$ cat src/sv/bae_pkg.sv
`default_nettype none

package bae_pkg;

    // Bound widths and reset values
    localparam int BoundW = 32;
    localparam int HalfW = 16;
    localparam int ByteW = 8;
    localparam logic [BoundW-1:0] LowReset = '0;
    localparam logic [BoundW-1:0] HighReset = '1;
    localparam logic [ByteW-1:0] FillByte = '1;

    // At most this many common-byte shifts per item
    localparam int MaxShifts = 4;
    localparam int CntW = 2;

    // Input action codes
    localparam logic ActEncode = 1'b0;
    localparam logic ActFlush = 1'b1;

    typedef struct packed {
        logic        action;
        logic        bit_value;
        logic [15:0] weight;
    } bae_in_t;

    typedef struct packed {
        logic [7:0] out_byte;
        logic       last_of_run;
        logic       end_of_message;
    } bae_out_t;

    // Commands from the controller to the datapath
    typedef struct packed {
        logic load_prod;
        logic update;
        logic shift;
        logic reset_bounds;
        logic out_load;
        logic out_last;
        logic out_eom;
    } bae_cmd_t;

    // Status from the datapath to the controller
    typedef struct packed {
        logic top_equal;
        logic next_equal;
        logic split_equal;
        logic out_free;
    } bae_stat_t;

endpackage

`default_nettype wire

$ cat src/sv/bae_dp.sv
`default_nettype none

module bae_dp (
    input  wire logic              clk,
    input  wire logic              rst_n,
    input  wire bae_pkg::bae_in_t  in_data,
    input  wire bae_pkg::bae_cmd_t cmd,
    output bae_pkg::bae_stat_t     stat,
    output logic                   out_valid,
    input  wire logic              out_ready,
    output bae_pkg::bae_out_t      out_data
);
    import bae_pkg::*;

    logic [BoundW-1:0] low_reg, low_next;
    logic [BoundW-1:0] high_reg, high_next;
    logic [BoundW-1:0] prod_hi_reg, prod_lo_reg;
    logic              bit_reg;
    logic              out_valid_reg, out_valid_next;
    bae_out_t          out_reg, out_next;

    logic [BoundW-1:0] range_w;
    logic [BoundW-1:0] split_w;
    logic [BoundW-1:0] low_upd, high_upd;
    logic [BoundW-1:0] low_shl, high_shl;

    // Interval width and the split point from the registered partial products
    assign range_w = high_reg - low_reg;
    assign split_w = low_reg + prod_hi_reg + {{HalfW{1'b0}}, prod_lo_reg[BoundW-1:HalfW]};

    always_comb
    begin
        low_upd = low_reg;
        high_upd = high_reg;
        if (bit_reg)
        begin
            high_upd = split_w;
        end
        else
        begin
            low_upd = split_w + BoundW'(1);
        end
    end

    // Bounds after one byte shift
    assign low_shl = {low_reg[BoundW-ByteW-1:0], {ByteW{1'b0}}};
    assign high_shl = {high_reg[BoundW-ByteW-1:0], FillByte};

    assign stat.top_equal = (low_reg[BoundW-1 -: ByteW] == high_reg[BoundW-1 -: ByteW]);
    assign stat.next_equal = (low_shl[BoundW-1 -: ByteW] == high_shl[BoundW-1 -: ByteW]);
    assign stat.split_equal = (low_upd[BoundW-1 -: ByteW] == high_upd[BoundW-1 -: ByteW]);
    assign stat.out_free = !out_valid_reg || out_ready;

    // Next bound values
    always_comb
    begin
        low_next = low_reg;
        high_next = high_reg;
        if (cmd.reset_bounds)
        begin
            low_next = LowReset;
            high_next = HighReset;
        end
        else if (cmd.update)
        begin
            low_next = low_upd;
            high_next = high_upd;
        end
        else if (cmd.shift)
        begin
            low_next = low_shl;
            high_next = high_shl;
        end
    end

    // Output register: loads a byte, clears when the transfer completes
    always_comb
    begin
        out_valid_next = out_valid_reg;
        out_next = out_reg;
        if (cmd.out_load)
        begin
            out_valid_next = 1'b1;
            out_next.out_byte = high_reg[BoundW-1 -: ByteW];
            out_next.last_of_run = cmd.out_last;
            out_next.end_of_message = cmd.out_eom;
        end
        else if (out_ready)
        begin
            out_valid_next = 1'b0;
        end
    end

    always_ff @(posedge clk or negedge rst_n)
    begin
        if (!rst_n)
        begin
            low_reg <= LowReset;
            high_reg <= HighReset;
            out_valid_reg <= 1'b0;
        end
        else
        begin
            low_reg <= low_next;
            high_reg <= high_next;
            out_valid_reg <= out_valid_next;
        end
    end

    // Partial products and the bit are captured when the item is taken
    always_ff @(posedge clk)
    begin
        if (cmd.load_prod)
        begin
            prod_hi_reg <= range_w[BoundW-1:HalfW] * in_data.weight;
            prod_lo_reg <= range_w[HalfW-1:0] * in_data.weight;
            bit_reg <= in_data.bit_value;
        end
        out_reg <= out_next;
    end

    assign out_valid = out_valid_reg;
    assign out_data = out_reg;

    a_reset_bounds: assert property (@(posedge clk) disable iff (!rst_n)
        cmd.reset_bounds |=> (low_reg == LowReset && high_reg == HighReset))
        else $error("bounds not restored after flush");

    a_load_free: assert property (@(posedge clk) disable iff (!rst_n)
        cmd.out_load |-> (!out_valid_reg || out_ready))
        else $error("output register overwritten before transfer");

endmodule

`default_nettype wire

$ cat src/sv/bae_ctrl.sv
`default_nettype none

module bae_ctrl (
    input  wire logic               clk,
    input  wire logic               rst_n,
    input  wire logic               in_valid,
    output logic                    in_ready,
    input  wire logic               in_action,
    input  wire bae_pkg::bae_stat_t stat,
    output bae_pkg::bae_cmd_t       cmd
);
    import bae_pkg::*;

    typedef enum logic [3:0] {
        S_IDLE  = 4'b0001,
        S_UPD   = 4'b0010,
        S_EMIT  = 4'b0100,
        S_FINAL = 4'b1000
    } state_t;

    state_t          state_reg, state_next;
    logic [CntW-1:0] cnt_reg, cnt_next;
    logic            flush_reg, flush_next;
    logic            take;
    logic            run_done;

    assign in_ready = (state_reg == S_IDLE);
    assign take = in_valid && in_ready;

    // The emission run ends on the last allowed shift or when top bytes part
    assign run_done = (cnt_reg == CntW'(MaxShifts - 1)) || !stat.next_equal;

    always_comb
    begin
        state_next = state_reg;
        cnt_next = cnt_reg;
        flush_next = flush_reg;
        cmd = '0;
        case (state_reg)
            S_IDLE:
            begin
                if (take)
                begin
                    cnt_next = '0;
                    flush_next = (in_action == ActFlush);
                    if (in_action == ActEncode)
                    begin
                        cmd.load_prod = 1'b1;
                        state_next = S_UPD;
                    end
                    else if (stat.top_equal)
                    begin
                        state_next = S_EMIT;
                    end
                    else
                    begin
                        state_next = S_FINAL;
                    end
                end
            end
            S_UPD:
            begin
                cmd.update = 1'b1;
                state_next = stat.split_equal ? S_EMIT : S_IDLE;
            end
            S_EMIT:
            begin
                if (stat.out_free)
                begin
                    cmd.out_load = 1'b1;
                    cmd.out_last = run_done && !flush_reg;
                    cmd.shift = 1'b1;
                    if (run_done)
                    begin
                        state_next = flush_reg ? S_FINAL : S_IDLE;
                    end
                    else
                    begin
                        cnt_next = cnt_reg + CntW'(1);
                    end
                end
            end
            S_FINAL:
            begin
                if (stat.out_free)
                begin
                    cmd.out_load = 1'b1;
                    cmd.out_last = 1'b1;
                    cmd.out_eom = 1'b1;
                    cmd.reset_bounds = 1'b1;
                    state_next = S_IDLE;
                end
            end
            default:
            begin
                state_next = S_IDLE;
            end
        endcase
    end

    always_ff @(posedge clk or negedge rst_n)
    begin
        if (!rst_n)
        begin
            state_reg <= S_IDLE;
            cnt_reg <= '0;
            flush_reg <= 1'b0;
        end
        else
        begin
            state_reg <= state_next;
            cnt_reg <= cnt_next;
            flush_reg <= flush_next;
        end
    end

    a_final_idle: assert property (@(posedge clk) disable iff (!rst_n)
        (state_reg == S_FINAL && stat.out_free) |=> (state_reg == S_IDLE))
        else $error("flush did not end after the end-of-message byte");

    a_upd_once: assert property (@(posedge clk) disable iff (!rst_n)
        (state_reg == S_UPD) |=> (state_reg != S_UPD))
        else $error("bound update repeated");

endmodule

`default_nettype wire

$ cat src/sv/binary_arithmetic_encoder.sv
`default_nettype none

// Carry-less binary arithmetic encoder with 32-bit bounds. Each input
// transfer either encodes one bit with a 16-bit probability-of-one weight or
// flushes the message; every output transfer carries one byte, flagged on the
// final byte an item causes and on the end-of-message byte of a flush. An
// encode item first registers the two 16x16 partial products of the range
// and weight when it is taken, and the bounds update in the next cycle. Each
// emitted byte then takes a step of its own (up to four per item), held off
// while the output register is still full. A flush emits one byte per common
// top byte and then the end-of-message byte. One item is in work at a time;
// the next is taken once the controller is back to idle.
module binary_arithmetic_encoder (
    input  wire logic             clk,
    input  wire logic             rst_n,
    input  wire logic             in_valid,
    output logic                  in_ready,
    input  wire bae_pkg::bae_in_t in_data,
    output logic                  out_valid,
    input  wire logic             out_ready,
    output bae_pkg::bae_out_t     out_data
);
    import bae_pkg::*;

    bae_cmd_t  cmd;
    bae_stat_t stat;

    bae_ctrl u_ctrl (
        .clk       (clk),
        .rst_n     (rst_n),
        .in_valid  (in_valid),
        .in_ready  (in_ready),
        .in_action (in_data.action),
        .stat      (stat),
        .cmd       (cmd)
    );

    bae_dp u_dp (
        .clk       (clk),
        .rst_n     (rst_n),
        .in_data   (in_data),
        .cmd       (cmd),
        .stat      (stat),
        .out_valid (out_valid),
        .out_ready (out_ready),
        .out_data  (out_data)
    );

endmodule

`default_nettype wire
$ cat config.mk
export PLATFORM = sky130hd
export DESIGN_NAME = binary_arithmetic_encoder
export DESIGN_NICKNAME = d
export VERILOG_FILES = /design/src/sv/bae_pkg.sv /design/src/sv/bae_dp.sv /design/src/sv/bae_ctrl.sv /design/src/sv/binary_arithmetic_encoder.sv
export SDC_FILE = /design/constraint.sdc
export NUM_CORES = 2
export LEC_CHECK = 0
export BUFFER_PORTS_ARGS = -buffer_cell sky130_fd_sc_hd__buf_2
export CAP_MARGIN = 10
export CORE_MARGIN = 2
export CORE_UTILIZATION = 30
export CTS_CLUSTER_SIZE = 24
export DETAILED_ROUTE_END_ITERATION = 8
export GPL_ROUTABILITY_DRIVEN = 1
export SYNTH_ARGS = -nofsm -noshare
export SYNTH_HDL_FRONTEND = slang
export SYNTH_SLANG_ARGS = --single-unit
export TNS_END_PERCENT = 1
$ cat constraint.sdc
create_clock -name clk -period 12.8 [get_ports clk]
set_input_delay 1.28 -clock clk [delete_from_list [all_inputs] [get_ports clk]]
set_output_delay 1.28 -clock clk [all_outputs]
set_load 0.02 [all_outputs]
==> summary.md <==
Between clock sinks in the finished design, the worst skew comes to 0.01216 ns. Number of nets in the synthesized netlist: 3645. STA puts the critical path data required time at 13.00 ns. The share of final-layout standard cells stronger than drive strength 1 is 0.06063, and the average cell area after synthesis is 8.912 sq um.

In the synthesized netlist, the number of instances is 2935. CTS saw 131 sinks. The commonest cells after synthesis are sky130_fd_sc_hd__inv_1 (501), sky130_fd_sc_hd__nand2_1 (414), sky130_fd_sc_hd__fa_1 (405), sky130_fd_sc_hd__ha_1 (283), sky130_fd_sc_hd__and2_1 (188). For this design, the CTS-stage hold fixing added 0 buffers. The vertical die dimension works out to 299.3 microns.

The run finished with clean final reports. The worst setup path is captured at a flop. The first global-routing pass estimated 115500 microns of wire. Max-slew violation count: 0. The largest area contributor in the netlist was sky130_fd_sc_hd__fa_1. The detailed router placed 20270 vias in this run.

The final hold violation count is 0. Using the TritonRoute via totals, the vias-per-cell ratio works out to 4.954. The detailed router finished its first iteration with 1195 violations. For the pin with the worst max-slew slack, the measured transition is 1.278 ns. The tools report the launching point of the worst reg2reg path as u_dp.low_reg[0]. The run gives 2.248 ns as the worst path setup slack after routing. The run gives 10.75 ns as the arrival time of data at the critical path endpoint. The number of clock buffers added by TritonCTS is 17.

The number of remaining DRC errors was 0; the number of synthesized flops with an enable pin was 59. The path type of the worst setup path was flop to flop. After floorplanning, the core was sized to cover 86620 sq um. The hold path depth was 1; the overall die width was 299.3 microns. Entering global routing, the biggest net connects 62 pins. The boundary pin count was 34.

Setup repair after global routing left no endpoint under its margin. The tools report the nature of the critical path startpoint as a flop. The final HPWL from detailed placement was 55240 microns; the clock-pin slew on the worst setup and hold paths was 0.06 ns. The synthesis-to-finish area growth was 8.299%. Of all nets on the critical path, the largest fanout is 16.

Input and output buffers added on the ports amount to 33. Final critical-path share of the clock period: 0.8244. Final hold analysis gives a worst-case slack of 0.4999 ns. Based on the critical path, the design can be clocked at up to 94.77 MHz. Number of nets in the layout: 3633. In this run the critical register-to-register path is captured at u_dp.prod_hi_reg[31].

The total congestion overflow after global routing was 0. In this run the most critical hold path is launched from u_ctrl.cnt_reg[1]. In the synthesized netlist the dominant register cell turns out to be sky130_fd_sc_hd__edfxtp_1. The number of register bits inferred by synthesis came out at 131. The first TritonRoute pass finished after 6 iterations. The reported max-cap violation count came out at 0.

The type of the tightest min-delay check was flop to flop. The clock passes through at most 2 buffers. The headroom to the max-slew limit is 0.1459.

Ranked by total cell area, the synthesized netlist is headed by sky130_fd_sc_hd__fa_1 (31%), sky130_fd_sc_hd__ha_1 (14%), sky130_fd_sc_hd__inv_1 (7.2%), sky130_fd_sc_hd__edfxtp_1 (6.8%), sky130_fd_sc_hd__nand2_1 (5.9%). The distinct cell type count of the synthesized netlist is 88. In this run the remaining antenna-violating nets after routing total 0.

The tools report the number of buffers added for setup after CTS as 0. On the worst path, the slowest cell contributes a delay of 0.60 ns. The final core utilization is 0.3271, and the worst slack at placement is 2.249 ns. The clock reaches the later pin of the worst-skew pair after 0.45 ns. Counting cells, the worst reg-to-reg path comes to 39. Routability-driven placement finished with a final weighted congestion of 0.9209.

The floorplan has 108 rows. Number of global-route vias before repair: 20930. Setup violations remaining at the end of the flow were counted as 0.

Number of H-tree branching levels: 4. Root buffer cell: sky130_fd_sc_hd__clkbuf_16. The total of warnings raised by yosys is 0, and the effective utilization at floorplan is 0.3020.

Critical path's slowest cell: sky130_fd_sc_hd__a2111oi_0. The most numerous cell type found on the critical path is sky130_fd_sc_hd__fa_1. The number of antenna violations at the first check in global routing was 3; the detail-routed net length per standard cell was 17.49 microns. The mapped netlist covers 26160 sq um. The run gives 71570 microns as the total length of routed wires. The area share of the leading cell type in the synthesized netlist was 0.3100. The most common cell in the synthesized netlist is sky130_fd_sc_hd__inv_1. Global-route usage over all layers: 0.1626. The fraction of registers with async set/reset was 0.5496. Once the clock tree was built, the resizer swapped 0 gates to a different size. TritonCTS built the clock tree. Adding up every negative setup slack in the final design gives 0 ns.

The end point of the most critical hold path is u_ctrl.cnt_reg[1]. The final critical-path required period was 10.55 ns; the portion of the post-synthesis area used by sequential elements was 0.1382. The die covers 89570 sq um. The slack of the worst reg-to-reg path is 2.25 ns.
==> layout make-up <==
class | instances | area, sq um
Fill cell | 8890 | 58290
Multi-Input combinational cell | 2186 | 20230
Sequential cell | 131 | 3615
Inverter | 503 | 1888
Tap cell | 1155 | 1445
Timing Repair Buffer | 84 | 548.0
Clock buffer | 20 | 467.9
Clock inverter | 12 | 128.9
Antenna cell | 1 | 2.502
==> kinds of logic after synthesis <==
| kind of cell | after synthesis | share of synthesized area |
|---|---|---|
| multiplexers | 10 | 0.003875 |
| AND/OR/NAND/NOR | 923 | 0.1699 |
| flip-flops | 131 | 0.1382 |
| AO/OA/AOI/OAI | 434 | 0.1086 |
| adder cells (fa/ha/maj) | 688 | 0.4453 |
| XOR/XNOR | 131 | 0.04496 |
| buffers and inverters | 618 | 0.08911 |
==> worst max-delay path by stage <==
stage / slack (ns) / from / endpoint
3_5_place_dp: 2.25 / u_dp.low_reg[0] / u_dp.prod_hi_reg[31]
4_1_cts: 2.21 / u_dp.low_reg[0] / u_dp.prod_hi_reg[31]
6_report: 2.25 / u_dp.low_reg[0] / u_dp.prod_hi_reg[31]
5_1_grt: 1.38 / u_dp.low_reg[0] / u_dp.prod_hi_reg[31]
3_3_place_gp: 2.35 / u_dp.high_reg[0] / u_dp.prod_hi_reg[31]
2_1_floorplan: 3.12 / u_dp.high_reg[0] / u_dp.prod_hi_reg[31]
==> stage by stage <==
step | instances | instance area [sq um]
after CTS | 4090 | 28320
final | 4092 | 28330
after global routing | 4092 | 28330
after global placement | 4058 | 27720
after floorplan | 2935 | 26160
after detailed placement | 4058 | 27720
==> cell usage in the layout (no fill, tap or decap), types with 59 or more instances in the layout <==
master                     Yosys  layout
sky130_fd_sc_hd__inv_1       501     501
sky130_fd_sc_hd__nand2_1     414     414
sky130_fd_sc_hd__fa_1        405     405
sky130_fd_sc_hd__ha_1        283     283
sky130_fd_sc_hd__and2_1      188     188
sky130_fd_sc_hd__a21oi_1     129     129
sky130_fd_sc_hd__nor2_1      123     122
sky130_fd_sc_hd__xnor2_1      97      97
sky130_fd_sc_hd__o21ai_0      76      76
sky130_fd_sc_hd__edfxtp_1     59      59
==> per-layer routing <==
metal / track usage / vias to the layer above / part of all wire
met2: 0.2717 / 614 / 0.47
li1: - / 9393 / -
met1: 0.2184 / 10130 / 0.45
met3: 0.02080 / 134 / 0.055
met4: 0.05238 / 2 / 0.030
met5: 0 / - / 0.00022
==> critical path, delay by kind of cell (launching register included) <==
family	cells	cell delay, ns
and+or+nand+nor	4	0.82
DFF	1	0.40
adders and majority gates	9	3.95
AOI/OAI and AO/OA	19	4.34
buffers and inverters	5	0.47
xor gates and xnor gates	2	0.30
Power is left out: the tool's default activity adds up to more than one toggle a clock period on the data nets, which glitch-free logic cannot reach.
